===== src/rtl/kmer_count_table_defines.svh =====
// Assertion macros for the k-mer count table.
// Included by files that carry concurrent checks; needs clk and rst in scope.
`ifndef KMER_COUNT_TABLE_DEFINES_SVH
`define KMER_COUNT_TABLE_DEFINES_SVH
`ifndef NO_ASSERTIONS
`define KCT_ASSERT_IMPL(lbl, ante, cons) \
  lbl: assert property (@(posedge clk) disable iff (rst) (ante) |-> (cons)) \
    else $error("kct: same-cycle check failed");
`define KCT_ASSERT_NEXT(lbl, ante, cons) \
  lbl: assert property (@(posedge clk) disable iff (rst) (ante) |=> (cons)) \
    else $error("kct: next-cycle check failed");
`else
`define KCT_ASSERT_IMPL(lbl, ante, cons)
`define KCT_ASSERT_NEXT(lbl, ante, cons)
`endif
`endif


===== src/rtl/kct_pkg.sv =====
// Shared types and constants for the k-mer count table.
// No dependencies; the files that use it refer to it by scoped names.
package kct_pkg;

  localparam int CMD_W  = 2;
  localparam int BASE_W = 2;
  localparam int KIDX_W = 16;
  localparam int BIN_W  = 8;
  localparam int VAL_W  = 17;
  localparam int KLEN_W = 4;

  localparam logic [KLEN_W-1:0] KLEN_RESET = 4'd8;

  localparam int DEF_MAX_K     = 8;
  localparam int DEF_COUNT_MAX = 255;

  typedef enum logic [CMD_W-1:0] {
    CMD_COUNT = 2'd0,
    CMD_QCNT  = 2'd1,
    CMD_QBIN  = 2'd2,
    CMD_NOP   = 2'd3
  } cmd_t;

  typedef enum logic [2:0] {
    ST_CLEAR,
    ST_IDLE,
    ST_LOOKUP,
    ST_FETCH,
    ST_INC,
    ST_DEC,
    ST_RESULT
  } state_t;

  typedef struct packed {
    logic clear;
    logic accept;
    logic lookup;
    logic fetch;
    logic inc;
    logic dec;
    logic load_out;
  } dp_cmd_t;

  typedef struct packed {
    logic clear_done;
    logic upd;
    logic c_nz;
  } dp_stat_t;

endpackage


===== src/rtl/kct_ctrl.sv =====
// Controller: sequences clearing, lookup and read-modify-write of each item.
// Depends on kct_pkg and the assertion macros in kmer_count_table_defines.svh.
`include "kmer_count_table_defines.svh"

module kct_ctrl (
  input  logic               clk,
  input  logic               rst,
  input  logic               req_valid,
  output logic               req_ready,
  output logic               rsp_valid,
  input  logic               rsp_ready,
  input  kct_pkg::dp_stat_t  stat,
  output kct_pkg::dp_cmd_t   cmd
);

  kct_pkg::state_t state;
  kct_pkg::state_t state_next;
  logic            out_vld;
  logic            out_vld_next;

  always_ff @(posedge clk) begin
    if (rst) begin
      state   <= kct_pkg::ST_CLEAR;
      out_vld <= 1'b0;
    end else begin
      state   <= state_next;
      out_vld <= out_vld_next;
    end
  end

  always_comb begin
    state_next = state;
    cmd        = '0;
    req_ready  = 1'b0;
    unique case (state)
      kct_pkg::ST_CLEAR: begin
        cmd.clear = 1'b1;
        if (stat.clear_done) begin
          state_next = kct_pkg::ST_IDLE;
        end
      end
      kct_pkg::ST_IDLE: begin
        req_ready = 1'b1;
        if (req_valid) begin
          cmd.accept = 1'b1;
          state_next = kct_pkg::ST_LOOKUP;
        end
      end
      kct_pkg::ST_LOOKUP: begin
        cmd.lookup = 1'b1;
        state_next = kct_pkg::ST_FETCH;
      end
      kct_pkg::ST_FETCH: begin
        cmd.fetch  = 1'b1;
        state_next = stat.upd ? kct_pkg::ST_INC : kct_pkg::ST_RESULT;
      end
      kct_pkg::ST_INC: begin
        cmd.inc    = 1'b1;
        state_next = stat.c_nz ? kct_pkg::ST_DEC : kct_pkg::ST_RESULT;
      end
      kct_pkg::ST_DEC: begin
        cmd.dec    = 1'b1;
        state_next = kct_pkg::ST_RESULT;
      end
      kct_pkg::ST_RESULT: begin
        // hold until the output register is free or being drained
        if (!out_vld || rsp_ready) begin
          cmd.load_out = 1'b1;
          state_next   = kct_pkg::ST_IDLE;
        end
      end
      default: state_next = kct_pkg::ST_CLEAR;
    endcase
    out_vld_next = cmd.load_out || (out_vld && !rsp_ready);
  end

  assign rsp_valid = out_vld;

  `KCT_ASSERT_NEXT(a_accept_to_lookup, req_valid && req_ready, state == kct_pkg::ST_LOOKUP)
  `KCT_ASSERT_IMPL(a_no_overwrite, rsp_valid && !rsp_ready, !cmd.load_out)
  `KCT_ASSERT_IMPL(a_dec_after_inc, state == kct_pkg::ST_DEC, $past(state) == kct_pkg::ST_INC)
  `KCT_ASSERT_IMPL(a_clear_after_reset, $fell(rst), state == kct_pkg::ST_CLEAR)

endmodule


===== config.mk =====
export PLATFORM = sky130hd
export DESIGN_NAME = kct_ctrl
export DESIGN_NICKNAME = d
export VERILOG_FILES = /design/src/rtl/kct_pkg.sv /design/src/rtl/kct_ctrl.sv
export VERILOG_INCLUDE_DIRS = /design/src /design/src/rtl
export SDC_FILE = /design/constraint.sdc
export NUM_CORES = 1
export LEC_CHECK = 0
export ABC_AREA = 1
export BUFFER_PORTS_ARGS = -buffer_cell sky130_fd_sc_hd__buf_4
export CAP_MARGIN = 5
export CORE_AREA = 3 3 40 42
export CTS_BUF_LIST = sky130_fd_sc_hd__clkbuf_16
export DETAILED_ROUTE_END_ITERATION = 7
export DIE_AREA = 0 0 43 45
export MAX_ROUTING_LAYER = met4
export SYNTH_ARGS = -nofsm -noshare
export SYNTH_HDL_FRONTEND = slang
export SYNTH_SLANG_ARGS = --single-unit

===== constraint.sdc =====
create_clock -name clk -period 1.04 [get_ports clk]
set_clock_uncertainty 0.05 [all_clocks]
set_input_delay 0.052 -clock clk [delete_from_list [all_inputs] [get_ports clk]]
set_output_delay 0.052 -clock clk [all_outputs]
set_load 0.1 [all_outputs]

## Word level (Yosys, flattened, before mapping)

Index checks and enable logic that the tools add are counted.

- Equal/unequal tests: 9
- Multiplexer cells: 16
- Reduce and logical (&&, ||, !) cells: 7

Operators by type and width:

| operator | number |
|---|---|
| 3-bit case mux with 7 select lines | 1 |
| 1-bit 2-to-1 mux | 10 |
| 3-bit == test (second input constant) | 3 |
| 3-bit 2-to-1 mux | 3 |
| 3-bit by 2-bit == test with 1-bit output (second input constant) | 2 |
| 2-bit != test (second input constant) | 3 |
| 2-bit 2-to-1 mux | 2 |
| 3-bit by 1-bit == test with 1-bit output (second input constant) | 1 |
| 3-bit logical NOT | 1 |
| 3-bit AND reduction | 1 |
| 1-bit logical NOT | 2 |
| 1-bit logical OR | 2 |
| 1-bit logical AND | 1 |

- Register bits: 4
- Bits of input ports: 7
- Output and inout port bits: 9

## Depth between registers and ports, before layout

Gate-level depths: netlist (run 1).

- Depth in word-level cells: 5
- Depth in mapped cells: 7
- Gate-level depth less buffers: 7

## Worst setup path after synthesis (run 1)

Ideal clock, no wire load.

- Path kind: reg2out
- Start point: register state[2]
- End point: output cmd[1] (netlist name)
- Arrival time: 2.558 ns
- Path slack: -1.620 ns
- Cell stages (with the launch flop): 4
- Cell sequence: dfxtp_1 buf_6 inv_1 nor3_1

RTL lines:

| element | RTL line | source |
|---|---|---|
| from (decl) | kct_ctrl.sv:16 | `kct_pkg::state_t state;` |
| from (signal assigned) | kct_ctrl.sv:23 | `state <= kct_pkg::ST_CLEAR;` |
| from (signal assigned) | kct_ctrl.sv:26 | `state <= state_next;` |
| to (decl) | kct_ctrl.sv:13 | `output kct_pkg::dp_cmd_t cmd` |

==> flow_metrics.env, run 1 <==
export IMPL_arrival_ns=1.15
export IMPL_slew_viol_final=0
export IMPL_slew_headroom_pct=81.40
export IMPL_cap_violations=0
export IMPL_ys_seq_area_share_pct=26.02
export IMPL_area_delta_synth_final_pct=161.4
export IMPL_cts_root_buf="clkbuf_16"
export IMPL_startpoint_type="register"
export IMPL_cp_cell_sequence="clkinvlp_4 -> nor3_4 -> buf_12"
export IMPL_row_count=13
export IMPL_tns_ns=-1.735
export IMPL_ant_nets=0
export IMPL_gp_congestion=0.7202
export IMPL_period_share_pct=120.1
export IMPL_synth_distinct_cells=15
export IMPL_clock_sinks=4
export IMPL_status="finished with violations"
export IMPL_routed_via_density=4.196
export IMPL_holdPathStages=4
export IMPL_ys_seq_elements=4
export IMPL_fmax_mhz=800.4
export IMPL_hold_path_class="input port to register"
export IMPL_synthCells=52
export IMPL_num_vias=407
export IMPL_final_hold_viol_count=0
export IMPL_antennaDiodeCount=0
export IMPL_syn_cell_area_um2=307.8
export IMPL_yosys_warnings=0
export IMPL_rsz0062_at_grt="yes"
export IMPL_p_per_area_nw_per_um2=2816
export IMPL_r2r_start="state[2]"
export IMPL_synth_fp_nets=59
export IMPL_core_um2=1285
export IMPL_start_util_pct=23.95
export IMPL_grt_pass1_vias=402
export IMPL_path_clk_slew_ns=0.03
export IMPL_slowest_stage="dfxtp_4"
export IMPL_dp_worst_setup_slack_ns=-0.1147
export IMPL_p_total_mw=2.265
export IMPL_cts_buffers=3
export IMPL_fin_area_um2=804.5
export IMPL_period_needed_ns=1.249
export IMPL_violations="setup timing"
export IMPL_portBuffers=15
export IMPL_reg2regPathDepth=8
export IMPL_placed_area_um2=549.3
export IMPL_drt_iter0_markers=2
export IMPL_gr_total_overflow=0
export IMPL_die_height_um=45
export IMPL_antenna_found_initial=0
export IMPL_cts_tree="done"
export IMPL_sw_frac_of_total_pct=46.08
export IMPL_grtUsageTotal_pct=12.45
export IMPL_crit_type="register to output pin"
export IMPL_regArea_um2=95.09
export IMPL_cts_htree_levels=1
export IMPL_nFillCells=112
export IMPL_worstMarginPinSlew_ns=0.2813
export IMPL_die_x_um=43
export IMPL_hold_end="rsp_valid"
export IMPL_p_comb_share_pct=60.9
export IMPL_endpoint_kind="output pin"
export IMPL_clockBufferDepth=2
export IMPL_crit_fanout=4
export IMPL_dr_pass1_iters=3
export IMPL_synth_avg_cell_area_um2=5.919
export IMPL_drc=0
export IMPL_wire_per_inst_um=9.866
export IMPL_crit_start="state[2]"
export IMPL_p_clk_share_pct=27.0
export IMPL_seq_power_share_pct=12.1
export IMPL_r2r_end="state[1]"
export IMPL_multi_input_area_um2=244.0
export IMPL_ff2ff_setup_slack_ns=-0.14
export IMPL_io_pins=16
export IMPL_grt_max_degree=8
export IMPL_grt_pass1_wl_um=1662
export IMPL_irDropWorstVdd_uv=1116
export IMPL_wl_um=957
export IMPL_internal_power_mw=1.221
export IMPL_p_sw_mw=1.044
export IMPL_dieArea_um2=1935
export IMPL_setup_ws_ns=-0.2094
export IMPL_leakagePower_nw=0.3844
export IMPL_drive_gt1_share_pct=62.20
export IMPL_finalSetupViolCount=10
export IMPL_nets=90
export IMPL_required_ns=0.94
export IMPL_cpPeakStageDelay_ns=0.37
export IMPL_clk_latency_ns=0.23
export IMPL_hold_start="rsp_ready"
-- kinds of logic (layout without fill, tap and decap cells) --
family                 Yosys count  after routing  synth area share (%)
AOI/OAI and AO/OA                5              5                 8.941
buffers and inverters           13             43                 18.29
DFF                              4              4                 26.02
and+or+nand+nor                 30             30                 46.75
-- stage by stage --
step | utilization [%] | std cells | hold slack, ns
2_1_floorplan | - | 52 | 0.06136
3_3_place_gp | 42.75 | 87 | 0.1757
3_5_place_dp | 42.75 | 87 | 0.1795
4_1_cts | 61.64 | 96 | 0.06710
5_1_grt | 62.61 | 97 | 0.08990
6_report | 62.61 | 97 | 0.06711
-- placed cells by master, fill, tap and decap left out --
| master | instances |
|---|---|
| buf_4 | 16 |
| inv_1 | 8 |
| buf_12 | 8 |
| nand2_1 | 7 |
| nor2_4 | 5 |
| nor2_1 | 5 |
| dfxtp_4 | 4 |
| nand3_1 | 3 |
| a21oi_1 | 3 |
| clkbuf_16 | 3 |
| nor3_4 | 2 |
| nor2_2 | 2 |
| nand2_4 | 2 |
| clkinvlp_4 | 2 |
| inv_2 | 2 |
| nand3_2 | 2 |
| buf_6 | 2 |
| inv_4 | 1 |
| nor3_1 | 1 |
| nand3b_1 | 1 |
| o21ai_1 | 1 |
| o21bai_1 | 1 |
| dlygate4sd3_1 | 1 |
-- per-layer routing --
layer	global-route usage, %	wire [um]
met5	-	0
met4	10.84	39
met3	2.390	51
met2	19.76	512
met1	13.29	354
-- state kept, by name, indices dropped and copies added (netlist names) --
register and count:
state 3, rsp_valid 1
-- power groups by stage --
stage / registers (mW) / logic [mW] / clock network, mW
finish: 0.275 / 1.38 / 0.611
global placement: 0.263 / 1.06 / 0
floorplan: 0.266 / 0.841 / 0
global route: 0.284 / 1.45 / 0.629
CTS: 0.273 / 1.36 / 0.626
detailed placement: 0.263 / 1.07 / 0
-- synthesized netlist by cell type --
| master | count | area, um2 |
|---|---|---|
| nand3_1 | 3 | 15.01 |
| nand3b_1 | 1 | 7.510 |
| a21oi_1 | 3 | 15.01 |
| nand3_2 | 2 | 20.02 |
| nand2_2 | 1 | 6.260 |
| inv_1 | 10 | 37.54 |
| nor2_1 | 12 | 45.04 |
| o21bai_1 | 1 | 7.510 |
| dfxtp_1 | 4 | 80.08 |
| nor3_2 | 1 | 10.01 |
| nand2_1 | 8 | 30.03 |
| nor3_1 | 2 | 10.01 |
| inv_2 | 2 | 7.510 |
| buf_6 | 1 | 11.26 |
| o21ai_1 | 1 | 5.000 |
-- layout make-up --
class	count	area share, %
timing repair buffer	27	38.88
multi-input combinational	35	30.33
sequential	4	11.82
clock buffer	3	9.331
inverter	12	6.843
tap	15	2.333
clock inverter	1	0.4666
-- how the worst max path moves through the flow --
stage	to	slack, ns	cells after the start
after detailed placement	cmd[1]	-0.11	3
after CTS	cmd[1]	-0.22	3
final	cmd[1]	-0.21	3
after global routing	cmd[1]	-0.25	3
after global placement	cmd[1]	-0.1	3
after floorplan	state[1]	-0.59	6
-- critical path, delay by kind of cell (launching register included) --
| family | cells | cell delay, ns |
|---|---|---|
| DFF | 1 | 0.37 |
| and+or+nand+nor | 1 | 0.22 |
| buffers and inverters | 2 | 0.34 |
-- repair_timing --
item | CTS | global route
buffers inserted | 4 | 1
setup endpoints to repair | 11 | 11
resized for setup | 33 | 1
pin swaps | 3 | 1
endpoints found under the hold margin | 2 | 0
hold buffers | 1 | 0
Power figures use the tool's default switching activity.
==> run 2, diff against run 1 <==
Settings changed: RECOVER_POWER set to 25, SKIP_LAST_GASP set to 1.
==> run 2 against run 1 <==
  * The run still ends with setup timing left
  * Critical path depth stayed put
  * Global-route usage is 0.17 points lower
  * Die area stayed put
  * First-iteration DRC count stayed put
  * Final cell count stayed put
  * Largest power group unchanged
  * Sequential share of layout area is 0.055 points lower
  * Routed wire length is 1.7% higher
  * Clock power hardly changed
==> flow_metrics.env, run 2 (same netlist as run 1, synthesis figures left out) <==
export IMPL_hold_path_class="input port to register"
export IMPL_antenna_found_initial=0
export IMPL_dieArea_um2=1935
export IMPL_gr_total_overflow=0
export IMPL_clk_latency_ns=0.23
export IMPL_nets=90
export IMPL_p_total_mw=2.272
export IMPL_final_hold_viol_count=0
export IMPL_crit_start="state[2]"
export IMPL_routed_via_density=4.227
export IMPL_cts_htree_levels=1
export IMPL_crit_fanout=4
export IMPL_slew_viol_final=0
export IMPL_gr_usage_met1_pct=12.56
export IMPL_area_delta_synth_final_pct=162.6
export IMPL_ant_nets=0
export IMPL_worstMarginPinSlew_ns=0.3056
export IMPL_violations="setup timing"
export IMPL_grt_busiest_layer="met2"
export IMPL_die_height_um=45
export IMPL_grt_max_degree=8
export IMPL_required_ns=0.94
export IMPL_clock_sinks=4
export IMPL_path_clk_slew_ns=0.03
export IMPL_regMostFlops="state"
export IMPL_dp_worst_setup_slack_ns=-0.1147
export IMPL_period_share_pct=120.2
export IMPL_clockBufferDepth=2
export IMPL_p_per_area_nw_per_um2=2811
export IMPL_hold_start="rsp_ready"
export IMPL_drive_gt1_share_pct=62.20
export IMPL_grt_pass1_vias=406
export IMPL_met2_usage_pct=20.06
export IMPL_start_util_pct=23.95
export IMPL_wire_per_inst_um=10.03
export IMPL_layout_common_cells="14 x buf_4, 8 x inv_1, 8 x buf_12, 7 x nand2_1"
export IMPL_endpoint_kind="output pin"
export IMPL_layout_commonest_cell="buf_4"
export IMPL_portBuffers=15
export IMPL_core_um2=1285
export IMPL_finalSetupViolCount=10
export IMPL_dr_pass1_iters=3
export IMPL_grtUsageTotal_pct=12.27
export IMPL_num_vias=410
export IMPL_io_pins=16
export IMPL_fmax_mhz=800.3
export IMPL_status="finished with violations"
export IMPL_gr_usage_met3_pct=2.390
export IMPL_slew_headroom_pct=79.74
export IMPL_gp_congestion=0.7202
export IMPL_cts_tree="done"
export IMPL_cts_root_buf="clkbuf_16"
export IMPL_wl_um=973
export IMPL_r2r_start="state[2]"
export IMPL_startpoint_type="register"
export IMPL_antennaDiodeCount=0
export IMPL_grt_pass1_wl_um=1635
export IMPL_leakagePower_nw=0.3849
export IMPL_cts_buffers=3
export IMPL_crit_type="register to output pin"
export IMPL_drt_iter0_markers=2
export IMPL_row_count=13
export IMPL_die_x_um=43
export IMPL_tns_ns=-1.722
export IMPL_rsz0062_at_grt="yes"
export IMPL_largest_register_ffs=3
export IMPL_arrival_ns=1.15
export IMPL_irDropWorstVdd_uv=1162
export IMPL_drc=0
export IMPL_period_needed_ns=1.250
export IMPL_cap_violations=0
export IMPL_setup_ws_ns=-0.2096
## run 2: power by group
group          leakage [nW]  internal (mW)  switching, mW
logic                 0.307          0.530          0.854
clock network        0.0423          0.497          0.115
registers            0.0356          0.201         0.0761
## run 2: timing repair
item | CTS | global route
gates cloned | 0 | 0
endpoints found under the setup margin | 11 | 11
pin swaps | 3 | 1
resized for setup | 32 | 3
buffers inserted | 4 | 1
hold endpoints to repair | 2 | 0
hold buffers | 1 | 0
## run 2: stage by stage
stage	cells	util, %	cell area [um2]	hold slack [ns]
2_1_floorplan	52	-	384.1	0.06136
3_3_place_gp	87	42.75	549.3	0.1757
3_5_place_dp	87	42.75	549.3	0.1795
4_1_cts	96	61.25	787.0	0.06710
5_1_grt	97	62.90	808.3	0.08990
6_report	97	62.90	808.3	0.06698
## run 2: layout make-up
class / instances / area [um2]
clock buffers: 3 / 75.07
clock inverters: 1 / 3.754
fillers: 110 / 476.7
inverters: 12 / 55.05
multi-input cells: 35 / 244.0
flip-flops and latches: 4 / 95.09
well taps: 15 / 18.77
repair buffers: 27 / 316.6
## run 2: path summary, 6_finish.rpt
kind                    end  slack (ns)  depth (start not counted)
setup / recovery     cmd[1]       -0.21                          3
hold / removal    rsp_valid        0.07                          4
setup reg to reg   state[1]       -0.14                          8
hold reg to reg   rsp_valid        0.47                          2
## run 2: metal layers
metal	share of wire (%)	up-vias
met3	4.4	4
met2	54	14
met4	4.0	0
met1	38	171
li1	-	221
met5	0	-
## run 2: worst max-delay path: stages, from the launching register on
cell        delay [ns]
dfxtp_4           0.37
clkinvlp_4        0.14
nor3_4            0.22
buf_12            0.20
